File: config.mk
export PLATFORM = sky130hd
export DESIGN_NAME = linear_interp_resampler
export DESIGN_NICKNAME = d
export VERILOG_FILES = /design/src/lirs_pkg.sv /design/src/linear_interp_resampler.sv /design/src/lirs_ctrl.sv /design/src/lirs_dp.sv
export SDC_FILE = /design/constraint.sdc
export NUM_CORES = 1
export LEC_CHECK = 0
export BUFFER_PORTS_ARGS = -buffer_cell sky130_fd_sc_hd__clkbuf_2
export CAP_MARGIN = 30
export CORE_UTILIZATION = 50
export CTS_CLUSTER_SIZE = 40
export DETAILED_ROUTE_END_ITERATION = 16
export HOLD_SLACK_MARGIN = 0.06
export PLACE_DENSITY = 0.72
export SLEW_MARGIN = 0
export SYNTH_ARGS = -nofsm -noshare
export SYNTH_HDL_FRONTEND = slang
export SYNTH_SLANG_ARGS = --single-unit
File: constraint.sdc
create_clock -name clk -period 8.08 [get_ports clk]
set_clock_uncertainty 0.15 [all_clocks]
set_input_delay 0.808 -clock clk [delete_from_list [all_inputs] [get_ports clk]]
set_output_delay 0.808 -clock clk [all_outputs]
set_load 0.05 [all_outputs]
File: src/lirs_pkg.sv
package lirs_pkg;

  typedef struct packed {
    logic accept;
    logic first;
    logic wrap;
    logic mul;
    logic emit_interp;
    logic emit_tail;
    logic emit_mark;
    logic clear;
  } lirs_cmd_t;

  typedef struct packed {
    logic have_prev;
    logic last;
    logic pos_lt_one;
    logic sum_ge_one;
    logic out_free;
  } lirs_sts_t;

endpackage

File: src/linear_interp_resampler.sv
// Per interpolated result an item steps through check, multiply and round-and-emit
//   (S_INTERP_CHK, S_MUL, S_EMIT_I), using the one multiplier; a final item then gives
//   its tail results (S_TAIL_CHK, S_EMIT_T), or only the end marker (S_EMIT_M).
// Output stalls hold the emit states; in_stall stays high until the item is done, and an
//   item that gives no result ends after its check.
// Reset (synchronous, rst_n low): stream state cleared, rate_step back to 1.0.
module linear_interp_resampler #(
  parameter int FRAC_BITS   = 16,
  parameter int SAMPLE_BITS = 16
) (
  input  logic                          clk,
  input  logic                          rst_n,
  input  logic                          cfg_valid,
  output logic                          cfg_ready,
  input  logic [FRAC_BITS+4:0]          cfg_rate_step,
  input  logic                          in_valid,
  output logic                          in_stall,
  input  logic signed [SAMPLE_BITS-1:0] in_sample,
  input  logic                          in_last_sample,
  output logic                          out_valid,
  input  logic                          out_stall,
  output logic signed [SAMPLE_BITS-1:0] out_sample,
  output logic                          out_carries_sample,
  output logic                          out_end_of_stream
);
  import lirs_pkg::*;

  lirs_cmd_t cmd;
  lirs_sts_t sts;

  lirs_ctrl u_ctrl (
    .clk      (clk),
    .rst_n    (rst_n),
    .in_valid (in_valid),
    .in_stall (in_stall),
    .sts      (sts),
    .cmd      (cmd)
  );

  lirs_dp #(
    .FRAC_BITS   (FRAC_BITS),
    .SAMPLE_BITS (SAMPLE_BITS)
  ) u_dp (
    .clk                (clk),
    .rst_n              (rst_n),
    .cfg_valid          (cfg_valid),
    .cfg_ready          (cfg_ready),
    .cfg_rate_step      (cfg_rate_step),
    .in_sample          (in_sample),
    .in_last_sample     (in_last_sample),
    .out_valid          (out_valid),
    .out_stall          (out_stall),
    .out_sample         (out_sample),
    .out_carries_sample (out_carries_sample),
    .out_end_of_stream  (out_end_of_stream),
    .cmd                (cmd),
    .sts                (sts)
  );

endmodule

File: src/lirs_ctrl.sv
module lirs_ctrl (
  input  logic                 clk,
  input  logic                 rst_n,
  input  logic                 in_valid,
  output logic                 in_stall,
  input  lirs_pkg::lirs_sts_t  sts,
  output lirs_pkg::lirs_cmd_t  cmd
);
  import lirs_pkg::*;

  typedef enum logic [2:0] {
    S_IDLE,
    S_INTERP_CHK,
    S_MUL,
    S_EMIT_I,
    S_TAIL_CHK,
    S_EMIT_T,
    S_EMIT_M
  } state_t;

  state_t state_r, state_nxt;
  logic   any_r, any_nxt;

  assign in_stall = (state_r != S_IDLE);

  always_comb begin
    cmd       = '0;
    state_nxt = state_r;
    any_nxt   = any_r;
    case (state_r)
      S_IDLE: begin
        if (in_valid) begin
          cmd.accept = 1'b1;
          any_nxt    = 1'b0;
          state_nxt  = S_INTERP_CHK;
        end
      end
      S_INTERP_CHK: begin
        if (!sts.have_prev) begin
          cmd.first = 1'b1;
          state_nxt = sts.last ? S_TAIL_CHK : S_IDLE;
        end else if (sts.pos_lt_one) begin
          state_nxt = S_MUL;
        end else begin
          cmd.wrap  = 1'b1;
          state_nxt = sts.last ? S_TAIL_CHK : S_IDLE;
        end
      end
      S_MUL: begin
        cmd.mul   = 1'b1;
        state_nxt = S_EMIT_I;
      end
      S_EMIT_I: begin
        if (sts.out_free) begin
          cmd.emit_interp = 1'b1;
          any_nxt         = 1'b1;
          state_nxt       = S_INTERP_CHK;
        end
      end
      S_TAIL_CHK: begin
        if (sts.pos_lt_one) begin
          state_nxt = S_EMIT_T;
        end else if (any_r) begin
          cmd.clear = 1'b1;
          state_nxt = S_IDLE;
        end else begin
          state_nxt = S_EMIT_M;
        end
      end
      S_EMIT_T: begin
        if (sts.out_free) begin
          cmd.emit_tail = 1'b1;
          any_nxt       = 1'b1;
          if (sts.sum_ge_one) begin
            cmd.clear = 1'b1;
            state_nxt = S_IDLE;
          end
        end
      end
      S_EMIT_M: begin
        if (sts.out_free) begin
          cmd.emit_mark = 1'b1;
          cmd.clear     = 1'b1;
          state_nxt     = S_IDLE;
        end
      end
      default: begin
        state_nxt = S_IDLE;
      end
    endcase
  end

  always_ff @(posedge clk) begin
    if (!rst_n) begin
      state_r <= S_IDLE;
      any_r   <= 1'b0;
    end else begin
      state_r <= state_nxt;
      any_r   <= any_nxt;
    end
  end

`ifndef SYNTHESIS
  a_cmd_onehot: assert property (@(posedge clk) disable iff (!rst_n)
    $onehot0({cmd.accept, cmd.first, cmd.wrap, cmd.mul,
              cmd.emit_interp | cmd.emit_tail | cmd.emit_mark}))
    else $error("controller issued conflicting commands");

  a_mark_only_when_empty: assert property (@(posedge clk) disable iff (!rst_n)
    cmd.emit_mark |-> !any_r)
    else $error("end marker issued after a sample result");

  a_interp_needs_prev: assert property (@(posedge clk) disable iff (!rst_n)
    cmd.emit_interp |-> sts.have_prev)
    else $error("interpolation without a previous sample");
`endif

endmodule

File: src/lirs_dp.sv
module lirs_dp #(
  parameter int FRAC_BITS   = 16,
  parameter int SAMPLE_BITS = 16
) (
  input  logic                          clk,
  input  logic                          rst_n,
  input  logic                          cfg_valid,
  output logic                          cfg_ready,
  input  logic [FRAC_BITS+4:0]          cfg_rate_step,
  input  logic signed [SAMPLE_BITS-1:0] in_sample,
  input  logic                          in_last_sample,
  output logic                          out_valid,
  input  logic                          out_stall,
  output logic signed [SAMPLE_BITS-1:0] out_sample,
  output logic                          out_carries_sample,
  output logic                          out_end_of_stream,
  input  lirs_pkg::lirs_cmd_t           cmd,
  output lirs_pkg::lirs_sts_t           sts
);
  import lirs_pkg::*;

  localparam int STEP_W = FRAC_BITS + 5;
  localparam int POS_W  = STEP_W + 1;
  localparam int DIFF_W = SAMPLE_BITS + 1;
  localparam int PROD_W = DIFF_W + FRAC_BITS + 1;
  localparam int Q_W    = PROD_W + 1 - FRAC_BITS;

  localparam logic [STEP_W-1:0] STEP_RESET = STEP_W'(1) << FRAC_BITS;
  localparam logic [STEP_W-1:0] STEP_MIN   = STEP_W'(1) << (FRAC_BITS - 4);
  localparam logic [POS_W-1:0]  ONE        = POS_W'(1) << FRAC_BITS;
  localparam logic [POS_W-1:0]  TWO        = POS_W'(1) << (FRAC_BITS + 1);
  localparam logic signed [PROD_W:0] HALF  = (PROD_W+1)'(1) << (FRAC_BITS - 1);

  logic [STEP_W-1:0]             step_r;
  logic [STEP_W-1:0]             step_eff;
  logic [POS_W-1:0]              pos_r, pos_nxt;
  logic [POS_W-1:0]              sum;
  logic                          have_prev_r, have_prev_nxt;
  logic signed [SAMPLE_BITS-1:0] prev_r, prev_nxt;
  logic signed [SAMPLE_BITS-1:0] cur_r;
  logic                          last_r;
  logic signed [PROD_W-1:0]      prod_r;
  logic signed [DIFF_W-1:0]      diff;
  logic signed [PROD_W:0]        rounded;
  logic signed [Q_W-1:0]         q;
  logic signed [Q_W-1:0]         interp_wide;
  logic signed [SAMPLE_BITS-1:0] interp;
  logic                          out_valid_r;
  logic signed [SAMPLE_BITS-1:0] out_sample_r;
  logic                          out_carries_r;
  logic                          out_eos_r;
  logic                          emit_any;

  assign cfg_ready = 1'b1;

  assign step_eff = (step_r < STEP_MIN) ? STEP_MIN : step_r;
  assign sum      = pos_r + POS_W'(step_eff);

  assign diff        = DIFF_W'(cur_r) - DIFF_W'(prev_r);
  assign rounded     = (PROD_W+1)'(prod_r) + HALF;
  assign q           = Q_W'(rounded >>> FRAC_BITS);
  assign interp_wide = Q_W'(prev_r) + q;
  assign interp      = interp_wide[SAMPLE_BITS-1:0];

  assign emit_any = cmd.emit_interp | cmd.emit_tail | cmd.emit_mark;

  assign sts.have_prev  = have_prev_r;
  assign sts.last       = last_r;
  assign sts.pos_lt_one = (pos_r < ONE);
  assign sts.sum_ge_one = (sum >= ONE);
  assign sts.out_free   = !out_valid_r || !out_stall;

  assign out_valid          = out_valid_r;
  assign out_sample         = out_sample_r;
  assign out_carries_sample = out_carries_r;
  assign out_end_of_stream  = out_eos_r;

  always_comb begin
    pos_nxt       = pos_r;
    have_prev_nxt = have_prev_r;
    prev_nxt      = prev_r;
    if (cmd.clear) begin
      pos_nxt       = '0;
      have_prev_nxt = 1'b0;
      prev_nxt      = '0;
    end else if (cmd.first) begin
      pos_nxt       = '0;
      have_prev_nxt = 1'b1;
      prev_nxt      = cur_r;
    end else if (cmd.wrap) begin
      pos_nxt  = pos_r - ONE;
      prev_nxt = cur_r;
    end else if (cmd.emit_interp || cmd.emit_tail) begin
      pos_nxt = sum;
    end
  end

  always_ff @(posedge clk) begin
    if (!rst_n) begin
      step_r      <= STEP_RESET;
      pos_r       <= '0;
      have_prev_r <= 1'b0;
      prev_r      <= '0;
      out_valid_r <= 1'b0;
    end else begin
      if (cfg_valid) begin
        step_r <= cfg_rate_step;
      end
      pos_r       <= pos_nxt;
      have_prev_r <= have_prev_nxt;
      prev_r      <= prev_nxt;
      if (emit_any) begin
        out_valid_r <= 1'b1;
      end else if (!out_stall) begin
        out_valid_r <= 1'b0;
      end
    end
  end

  always_ff @(posedge clk) begin
    if (cmd.accept) begin
      cur_r  <= in_sample;
      last_r <= in_last_sample;
    end
    if (cmd.mul) begin
      prod_r <= PROD_W'(diff * $signed({1'b0, pos_r[FRAC_BITS-1:0]}));
    end
    if (cmd.emit_interp) begin
      out_sample_r  <= interp;
      out_carries_r <= 1'b1;
      out_eos_r     <= last_r && (sum >= TWO);
    end else if (cmd.emit_tail) begin
      out_sample_r  <= cur_r;
      out_carries_r <= 1'b1;
      out_eos_r     <= (sum >= ONE);
    end else if (cmd.emit_mark) begin
      out_sample_r  <= '0;
      out_carries_r <= 1'b0;
      out_eos_r     <= 1'b1;
    end
  end

`ifndef SYNTHESIS
  a_emit_into_free: assert property (@(posedge clk) disable iff (!rst_n)
    emit_any |-> (!out_valid_r || !out_stall))
    else $error("result overwrote a pending request");

  a_clear_state: assert property (@(posedge clk) disable iff (!rst_n)
    cmd.clear |=> (pos_r == '0) && !have_prev_r)
    else $error("stream state not cleared");

  a_marker_is_final: assert property (@(posedge clk) disable iff (!rst_n)
    (out_valid_r && !out_carries_r) |-> out_eos_r)
    else $error("marker-only result without end of stream");
`endif

endmodule
==> key figures, run 1 <==
Run status
  • Run status: finished, violations left
  • Violated checks: setup timing

Finish
  • Layout area overhead: 14.0%
  • Layout cell share with drive strength beyond 1: 13.3%
  • Non-Filler Instances: 2,463
  • N_diodes: 0
  • Final instance area: 0.0193 mm^2
  • Layout filler cell count: 2,831
  • Final nets: 2,443

STA
  • Final TNS setup: -0.111 ns
  • Final period utilization: 101%
  • Fmax: 123 MHz
  • Final setup vio count: 3
  • Final hold vios: 0
  • Worst-margin pin slew: 0.978 ns
  • Fin worst setup slack: -0.0649 ns
  • Slew Viols, Final: 0
  • Rel. slew slack: 34.7%
  • Unrepaired setup endpoints after global routing: true
  • Tmin final: 8.14 ns

Clock network
  • Clock-pin slew on the worst setup and hold paths: 0.06 ns
  • Post-CTS Hold Buffers: 0
  • CTS tree: built
  • Clk Latency, worst-skew pair: 0.43 ns
  • Root Driver: clkbuf_16
  • Clk buf depth: 2
  • CTS Buf Count: 17
  • CTS sink count: 117
  • H-tree depth: 4

Flow run
  • Number of max-cap violations: 0

Route
  • Avg WL per Cell: 16.5 um
  • Remaining antenna violation count: 0
  • Vias per cell: 5.39
  • Via count: 13,300
  • Drt first-iter violations: 901
  • Routed WL: 40,700 um
  • Final routed DRC violation total: 0
  • Drt pass-1 iters: 5

Synth
  • Ys async rst share: 0%
  • Syn. warnings: 0
  • Syn Nets: 2,338
  • FF+latch count, synth: 117
  • Mapped Area: 0.0170 mm^2
  • Synth cell count leaders: inv_1, fa_1, nand2_1, ha_1, and2_1
  • Cell variety after synth: 67
  • Top cells by area, synth: fa_1, ha_1, edfxtp_1
  • Share of the synthesized area in the top cell type: 30.9%
  • Avg Cell Area, Syn: 8.94 um^2
  • Leading area contributor after synthesis: fa_1
  • Number of enable flip-flop cells after synthesis: 51
  • Seq/Total Area, Yosys: 16.8%
  • Most used DFF post-synth: dfxtp_1
  • Gate Count Post-Synth: 1,897
  • Most frequent cell after synthesis: inv_1

Critical path
  • Arrival time at the worst endpoint: 8.17 ns
  • Critical path launch point type: flip-flop
  • Kind of critical path: flip-flop to flip-flop
  • Crit end category: flip-flop
  • CP peak stage delay: 0.55 ns
  • Critical Path Stages: 35
  • Worst-path fanout max: 6
  • Req. time, crit path: 8.10 ns
  • Critical path's top delay family: adder cells
  • CP bufs+invs: 7
  • Critical path's slowest cell: fa_1
  • Most frequent cell on the critical path: fa_1
  • R2R depth: 35

Pwr
  • Peak supply drop: 0.000218 V
  • Total power: 3960 uW
  • Leak Pwr: 0.00952 uW
  • Pwr dens: 205 mW/mm^2

Placed design
  • Post-DP Area: 0.0182 mm^2
  • DP Cell Count: 2,413
  • Gpl congestion: 0.910
  • Pre-CTS setup slack: -0.490 ns
  • Detail Placement HPWL: 31,600 um
  • I/O Buffers: 62

Die
  • Total core area: 0.0334 mm^2
  • Initial Util: 50.7%
  • Die height: 186 um
  • Full die area: 0.0347 mm^2
  • Die W: 186 um
  • Cell Rows: 67
  • IO Count: 64

Global routing
  • First-pass GRT wire length: 66,300 um
  • Total grt overflow: 0
  • Pin count of the biggest net entering global routing: 27
  • Tot GR Track Use: 24.6%
  • Initial antenna violation count: 0
  • Vias in the first global route: 13,500

Worst hold path
  • Hold path cells: 2
  • HP Class: flip-flop to flip-flop
## report_power, final
| part | total [uW] | leakage [uW] | internal (uW) | switching [uW] |
|---|---|---|---|---|
| combinational | 2270 | 0.00820 | 869 | 1400 |
| clock | 837 | 0.000312 | 550 | 286 |
| sequential | 850 | 0.00101 | 736 | 114 |
## path summary, 6_finish.rpt
| kind | from | end | slack [ns] |
|---|---|---|---|
| worst max-delay path | u_dp.cur_r[0] | u_dp.prod_r[31] | -0.06 |
| worst min-delay path | u_dp.step_r[4] | u_dp.step_r[4] | 0.33 |
| worst max register to register | u_dp.cur_r[0] | u_dp.prod_r[31] | -0.06 |
| worst min register to register | u_dp.step_r[4] | u_dp.step_r[4] | 0.33 |
## layout make-up
cell class | count | area (um^2) | share of cell area [%]
multi-input cells | 1354 | 12800 | 66.4
flip-flops and latches | 117 | 2850 | 14.8
inverters | 350 | 1310 | 6.79
repair buffers | 162 | 1120 | 5.80
well taps | 448 | 561 | 2.90
clock buffers | 18 | 429 | 2.22
clock inverters | 14 | 223 | 1.15
## per-stage QoR
step                utilization [%]  hold WS, ns
floorplan                         -        0.302
global placement               54.3        0.313
detailed placement             54.4        0.322
CTS                            56.7        0.332
global route                   57.8        0.349
finish                         57.8        0.332
## cells by family after synthesis
family | synth area share [%]
AO/OA/AOI/OAI | 9.00
XOR/XNOR | 5.21
adder cells (fa/ha/maj) | 40.9
buffers and inverters | 9.53
flip-flops | 16.8
multiplexers | 1.24
other | 0.0221
AND/OR/NAND/NOR | 17.2
## flip-flops by register name (all words and copies together) (netlist names), 3 cells and up
signal and cells:
u_dp.pos_r 22, u_dp.step_r 21, u_dp.prod_r 17, u_dp.cur_r 16
u_dp.out_sample 16, u_dp.prev_r 16, u_ctrl.state_r 3
## timing repair
item / 4_1_cts / 5_1_grt
buffers inserted: 8 / 10
setup endpoints to repair: 11 / 15
resized for setup: 17 / 64
hold endpoints to repair: 0 / 0
pin swaps: 11 / 69
## per-layer routing
| layer | track usage (%) | wire (um) | share of wire [%] | vias up |
|---|---|---|---|---|
| li1 | - | - | - | 6169 |
| met1 | 32.7 | 17300 | 43 | 6531 |
| met2 | 40.4 | 19400 | 48 | 497 |
| met3 | 4.09 | 2880 | 7.1 | 88 |
| met4 | 9.05 | 1060 | 2.6 | 0 |
| met5 | 0 | 0 | 0 | - |
## tightest hold or removal path: stages, from the launching register on
cell	delay, ns
dfxtp_1	0.32
mux2i_1	0.06
nor2_1	0.07
## layout by cell type, fill, tap and decap left out, types with 5 or more instances in the layout
cell type | Yosys | final
o21ai_1 | 1 | 5
inv_1 | 350 | 342
fa_1 | 262 | 259
nor2_1 | 107 | 105
a211oi_1 | 11 | 11
nand2_1 | 215 | 211
a22o_1 | 15 | 15
nor3_1 | 21 | 21
nand3_1 | 25 | 25
nand4_1 | 10 | 10
edfxtp_1 | 51 | 51
nand2b_1 | 22 | 22
xor2_1 | 32 | 31
nor4_1 | 9 | 8
buf_4 | 1 | 92
o21ai_0 | 36 | 29
ha_4 | 0 | 10
nor2b_1 | 28 | 26
o21a_1 | 9 | 9
xnor2_1 | 69 | 67
and3_1 | 24 | 22
a21oi_1 | 86 | 76
a21o_1 | 21 | 21
clkbuf_2 | 0 | 62
a21oi_2 | 1 | 9
mux2i_1 | 21 | 21
o211ai_1 | 6 | 6
clkbuf_16 | 0 | 17
bufinv_16 | 0 | 5
inv_2 | 0 | 8
dfxtp_1 | 66 | 66
and2_1 | 120 | 119
ha_1 | 136 | 125
(Power assumes the default switching activity.)
==> run 2, diff against run 1 <==
Settings changed: CTS_BUF_LIST set to sky130_fd_sc_hd__clkbuf_16.
==> key figures, run 2 (synthesized netlist as in run 1, its figures left out) <==
Run status
  • Run status: finished, violations left (unchanged)
  • Violated checks: setup timing (unchanged)

Clock network
  • Clk Latency, worst-skew pair: 0.43 ns (about the same)
  • CTS Buf Count: 17 (unchanged)
  • Clk buf depth: 2 (unchanged)
  • CTS sink count: 117 (unchanged)
  • Post-CTS Hold Buffers: 0 (unchanged)
  • CTS tree: built (unchanged)
  • H-tree depth: 4 (unchanged)
  • Clock-pin slew on the worst setup and hold paths: 0.06 ns (about the same)
  • Root Driver: clkbuf_16 (unchanged)

Critical path
  • CP peak stage delay: 0.55 ns (about the same)
  • Worst-path fanout max: 6 (unchanged)
  • R2R depth: 35 (unchanged)
  • Worst reg2reg path endpoint: u_dp.prod_r[31] (unchanged)
  • Critical path's slowest cell: fa_1 (unchanged)
  • Worst r2r src: u_dp.cur_r[0] (unchanged)
  • Crit end category: flip-flop (unchanged)
  • Arrival time at the worst endpoint: 8.17 ns (about the same)
  • Req. time, crit path: 8.10 ns (about the same)
  • Kind of critical path: flip-flop to flip-flop (unchanged)
  • Critical path launch point type: flip-flop (unchanged)
  • Most frequent cell on the critical path: fa_1 (unchanged)
  • Flop2flop setup slack: -0.06 ns (about the same)

Finish
  • Layout filler cell count: 2,831 (unchanged)
  • Max reg flops: 22 (unchanged)
  • Biggest regs: u_dp.pos_r (22), u_dp.step_r (21), u_dp.prod_r (17) (unchanged)
  • Layout cell share with drive strength beyond 1: 13.3% (unchanged)
  • N_diodes: 0 (unchanged)
  • Layout area overhead: 14.0% (unchanged)
  • Final instance area: 0.0193 mm^2 (unchanged)
  • Multi-input logic area: 0.0128 mm^2 (unchanged)
  • Most flop-heavy register: u_dp.pos_r (unchanged)
  • Final nets: 2,443 (unchanged)
  • Commonest non-fill, non-tap cell in the layout: inv_1 (unchanged)
  • FF+latch area: 0.00285 mm^2 (unchanged)
  • Most frequent cells in the layout: inv_1, fa_1, nand2_1 (unchanged)

Placed design
  • I/O Buffers: 62 (unchanged)
  • Gpl congestion: 0.910 (unchanged)
  • Detail Placement HPWL: 31,600 um (unchanged)
  • Post-DP Area: 0.0182 mm^2 (unchanged)

Global routing
  • Total grt overflow: 0 (unchanged)
  • Pin count of the biggest net entering global routing: 27 (unchanged)
  • Vias in the first global route: 13,500 (unchanged)
  • Grt met2 use: 40.4% (unchanged)
  • Initial antenna violation count: 0 (unchanged)
  • First-pass GRT wire length: 66,300 um (unchanged)
  • M3 GR Usage: 4.09% (unchanged)
  • Global Route met1 Usage: 32.7% (unchanged)
  • Busiest grt layer: met2 (unchanged)
  • Tot GR Track Use: 24.6% (unchanged)

Route
  • Drt first-iter violations: 893 (was 901)
  • Remaining antenna violation count: 0 (unchanged)
  • Via count: 13,300 (about the same)
  • Routed WL: 40,700 um (about the same)
  • Final routed DRC violation total: 0 (unchanged)
  • Avg WL per Cell: 16.5 um (about the same)
  • Vias per cell: 5.39 (about the same)
  • Drt pass-1 iters: 5 (unchanged)

STA
  • Worst-margin pin slew: 0.967 ns (was 0.978 ns)
  • Final hold vios: 0 (unchanged)
  • Rel. slew slack: 35.4% (was 34.7%)
  • Unrepaired setup endpoints after global routing: true (unchanged)
  • Tmin final: 8.14 ns (about the same)
  • Fin worst setup slack: -0.0644 ns (was -0.0649 ns)
  • Final TNS setup: -0.109 ns (was -0.111 ns)
  • Final period utilization: 101% (about the same)
  • Final setup vio count: 3 (unchanged)
  • Slew Viols, Final: 0 (unchanged)
  • Fmax: 123 MHz (about the same)

Pwr
  • Leak Pwr: 0.00953 uW (was 0.00952 uW)
  • Pwr dens: 204 mW/mm^2 (was 205 mW/mm^2)
  • Peak supply drop: 0.000218 V (about the same)

Die
  • Die W: 186 um (unchanged)
  • Die height: 186 um (unchanged)
  • Initial Util: 50.7% (unchanged)
  • Total core area: 0.0334 mm^2 (unchanged)
  • IO Count: 64 (unchanged)
  • Cell Rows: 67 (unchanged)
  • Full die area: 0.0347 mm^2 (unchanged)

Worst hold path
  • HP Class: flip-flop to flip-flop (unchanged)
  • Hold path cells: 2 (unchanged)
  • Hold Startpoint: u_dp.step_r[4] (unchanged)
  • WHS Endpoint: u_dp.step_r[4] (unchanged)

Flow run
  • Number of max-cap violations: 0 (unchanged)
## run 2: cell count changes in the layout (fill, tap and decap cells not counted), sizes merged
cell    previous run  this run
clkbuf            80        79
inv              354       355
## run 2: worst max path at each step
| stage | endpoint | slack (ns) | startpoint |
|---|---|---|---|
| global placement | u_dp.prod_r[31] | -0.24 | u_dp.cur_r[0] |
| floorplan | u_dp.prod_r[24] | 0.004 | u_dp.cur_r[0] |
| detailed placement | u_dp.prod_r[24] | -0.49 | u_dp.cur_r[0] |
| CTS | u_dp.prod_r[31] | 0.02 | u_dp.prev_r[1] |
| global route | u_dp.prod_r[31] | -0.43 | u_dp.prev_r[1] |
| finish | u_dp.prod_r[31] | -0.06 | u_dp.cur_r[0] |
## run 2: cell type report
type                            instances  area share, %
Multi-Input combinational cell       1354           66.4
Sequential cell                       117           14.8
Inverter                              350           6.79
Timing Repair Buffer                  162           5.80
Tap cell                              448           2.90
Clock buffer                           17           2.20
Clock inverter                         15           1.17
## run 2: layer usage
layer	vias up	wire (um)	part of all wire (%)
met1	6511	17300	42
met2	501	19400	48
li1	6170	-	-
met3	92	2970	7.3
met5	-	0	0
met4	0	1080	2.7
## run 2: timing repair
item | 4_1_cts | 5_1_grt
pin swaps | 11 | 69
resized for setup | 17 | 64
setup buffers | 8 | 10
hold endpoints to repair | 0 | 0
setup endpoints to repair | 11 | 15
## run 2: stage by stage
| step | setup slack [ns] | total power (uW) | cells | utilization [%] | hold slack (ns) |
|---|---|---|---|---|---|
| 6_report | -0.0644 | 3950 | 2463 | 57.8 | 0.332 |
| 5_1_grt | -0.425 | 4200 | 2463 | 57.8 | 0.349 |
| 4_1_cts | 0.0219 | 3780 | 2453 | 56.7 | 0.332 |
| 3_5_place_dp | -0.490 | 2880 | 2413 | 54.4 | 0.322 |
| 3_3_place_gp | -0.243 | 2840 | 2412 | 54.3 | 0.313 |
| 2_1_floorplan | 0.00374 | 2120 | 1897 | - | 0.302 |
## run 2: report_power, final
group          switching (uW)  total (uW)  internal [uW]
registers                 114         850            736
logic                    1400        2270            869
clock network             287         836            549
total                    1800        3950           2150
## run 2: worst max-delay path, delay by kind of cell, from the launching register on
kind	cells	cell delay, ns
AOI/OAI and AO/OA	9	1.44
xor gates and xnor gates	2	0.24
DFF	1	0.37
adders and majority gates	9	3.83
buffers and inverters	7	0.55
and+or+nand+nor	8	1.30
==> run 3, diff against run 2 <==
Settings changed: RECOVER_POWER set to 25.
==> key figures, run 3 (synthesized netlist as in run 1, its figures left out) <==
Finish
  • Most frequent cells in the layout: inv_1, fa_1, nand2_1 (unchanged)
  • Layout cell share with drive strength beyond 1: 13.1% (was 13.3%)
  • Max reg flops: 22 (unchanged)
  • Biggest regs: u_dp.pos_r (22), u_dp.step_r (21), u_dp.prod_r (17) (unchanged)
  • Final nets: 2,443 (unchanged)
  • Commonest non-fill, non-tap cell in the layout: inv_1 (unchanged)
  • Most flop-heavy register: u_dp.pos_r (unchanged)
  • Layout area overhead: 13.9% (was 14.0%)
  • N_diodes: 0 (unchanged)

Route
  • Drt first-iter violations: 877 (was 893)
  • Via count: 13,300 (about the same)
  • Routed WL: 40,700 um (about the same)
  • Final routed DRC violation total: 0 (unchanged)
  • Vias per cell: 5.39 (about the same)
  • Remaining antenna violation count: 0 (unchanged)
  • Avg WL per Cell: 16.5 um (about the same)
  • Drt pass-1 iters: 5 (unchanged)

STA
  • Fin worst setup slack: -0.0601 ns (was -0.0644 ns)
  • Tmin final: 8.14 ns (about the same)
  • Slew Viols, Final: 0 (unchanged)
  • Fmax: 123 MHz (about the same)
  • Final setup vio count: 3 (unchanged)
  • Worst-margin pin slew: 1.48 ns (was 0.967 ns)
  • Final period utilization: 101% (about the same)
  • Rel. slew slack: 1.22% (was 35.4%)
  • Final hold vios: 0 (unchanged)
  • Unrepaired setup endpoints after global routing: true (unchanged)

Critical path
  • Critical path launch point type: flip-flop (unchanged)
  • Req. time, crit path: 8.10 ns (about the same)
  • Arrival time at the worst endpoint: 8.16 ns (was 8.17 ns)
  • Most frequent cell on the critical path: fa_1 (unchanged)
  • CP peak stage delay: 0.55 ns (about the same)
  • Crit end category: flip-flop (unchanged)
  • Critical path's slowest cell: fa_1 (unchanged)
  • Kind of critical path: flip-flop to flip-flop (unchanged)
  • Worst-path fanout max: 6 (unchanged)

Pwr
  • Leak Pwr: 0.00951 uW (was 0.00953 uW)
  • Pwr dens: 205 mW/mm^2 (was 204 mW/mm^2)
  • Total power: 3950 uW (about the same)
  • Peak supply drop: 0.000219 V (was 0.000218 V)

Placed design
  • Detail Placement HPWL: 31,600 um (unchanged)
  • Gpl congestion: 0.910 (unchanged)
  • Pre-CTS setup slack: -0.490 ns (unchanged)
  • I/O Buffers: 62 (unchanged)

Global routing
  • Vias in the first global route: 13,500 (unchanged)
  • Tot GR Track Use: 24.6% (unchanged)
  • Initial antenna violation count: 0 (unchanged)
  • Pin count of the biggest net entering global routing: 27 (unchanged)
  • First-pass GRT wire length: 66,300 um (unchanged)
  • Total grt overflow: 0 (unchanged)

Clock network
  • Clock-pin slew on the worst setup and hold paths: 0.06 ns (about the same)
  • CTS sink count: 117 (unchanged)
  • Root Driver: clkbuf_16 (unchanged)
  • Clk buf depth: 2 (unchanged)
  • Clk Latency, worst-skew pair: 0.43 ns (about the same)
  • H-tree depth: 4 (unchanged)
  • CTS tree: built (unchanged)
  • CTS Buf Count: 17 (unchanged)

Run status
  • Violated checks: setup timing (unchanged)
  • Run status: finished, violations left (unchanged)

Die
  • Full die area: 0.0347 mm^2 (unchanged)
  • Total core area: 0.0334 mm^2 (unchanged)
  • Initial Util: 50.7% (unchanged)
  • Die W: 186 um (unchanged)
  • IO Count: 64 (unchanged)
  • Cell Rows: 67 (unchanged)
  • Die height: 186 um (unchanged)

Worst hold path
  • HP Class: flip-flop to flip-flop (unchanged)

Flow run
  • Number of max-cap violations: 0 (unchanged)
[run 3: changes by cell type in the layout (fill, tap and decap cells not counted), sizes merged]
cell / delta
buf: -1
clkbuf: +1
[run 3: worst max-delay path, delay by kind of cell, from the launching register on]
| kind | cells | cell delay (ns) |
|---|---|---|
| DFF | 1 | 0.37 |
| xor gates and xnor gates | 2 | 0.24 |
| adders and majority gates | 9 | 3.83 |
| AOI/OAI and AO/OA | 9 | 1.44 |
| and+or+nand+nor | 8 | 1.30 |
| buffers and inverters | 7 | 0.54 |
[run 3: final timing paths]
check / from / to / slack, ns / cells past startpoint
worst max-delay path: u_dp.cur_r[0] / u_dp.prod_r[31] / -0.06 / 35
worst min-delay path: u_dp.step_r[4] / u_dp.step_r[4] / 0.33 / 2
worst max register to register: u_dp.cur_r[0] / u_dp.prod_r[31] / -0.06 / 35
worst min register to register: u_dp.step_r[4] / u_dp.step_r[4] / 0.33 / 2
[run 3: where the power goes]
part | total, uW | internal (uW) | switching [uW]
Sequential | 850 | 736 | 114
Combinational | 2270 | 869 | 1400
Clock | 836 | 549 | 287
[run 3: per-stage QoR]
step | area [um^2] | std cells | utilization (%) | setup TNS [ns] | hold slack [ns]
after CTS | 19000 | 2453 | 56.7 | 0 | 0.332
after global routing | 19300 | 2463 | 57.8 | -3.24 | 0.349
after floorplan | 17000 | 1897 | - | 0 | 0.302
after detailed placement | 18200 | 2413 | 54.4 | -3.58 | 0.322
final | 19300 | 2463 | 57.8 | -0.0966 | 0.332
after global placement | 18200 | 2412 | 54.3 | -1.22 | 0.313
[run 3: timing repair]
action,in CTS,in global routing
pin swaps,11,69
buffers inserted,8,10
gates resized for setup,17,64
hold buffers,0,0
endpoints found under the setup margin,11,15
[run 3: final cells by class]
type / count / area [um^2]
clock buffer: 17 / 425
clock inverter: 15 / 226
fill: 2833 / 14100
inverter: 350 / 1310
multi-input combinational: 1354 / 12800
sequential: 117 / 2850
tap: 448 / 561
timing repair buffer: 162 / 1110
[run 3: layer usage]
metal,up-vias,GRT usage [%],part of all wire (%)
met3,86,4.09,7.0
met5,-,0,0
met1,6521,32.7,43
met2,497,40.4,48
li1,6173,-,-
met4,0,9.05,2.5
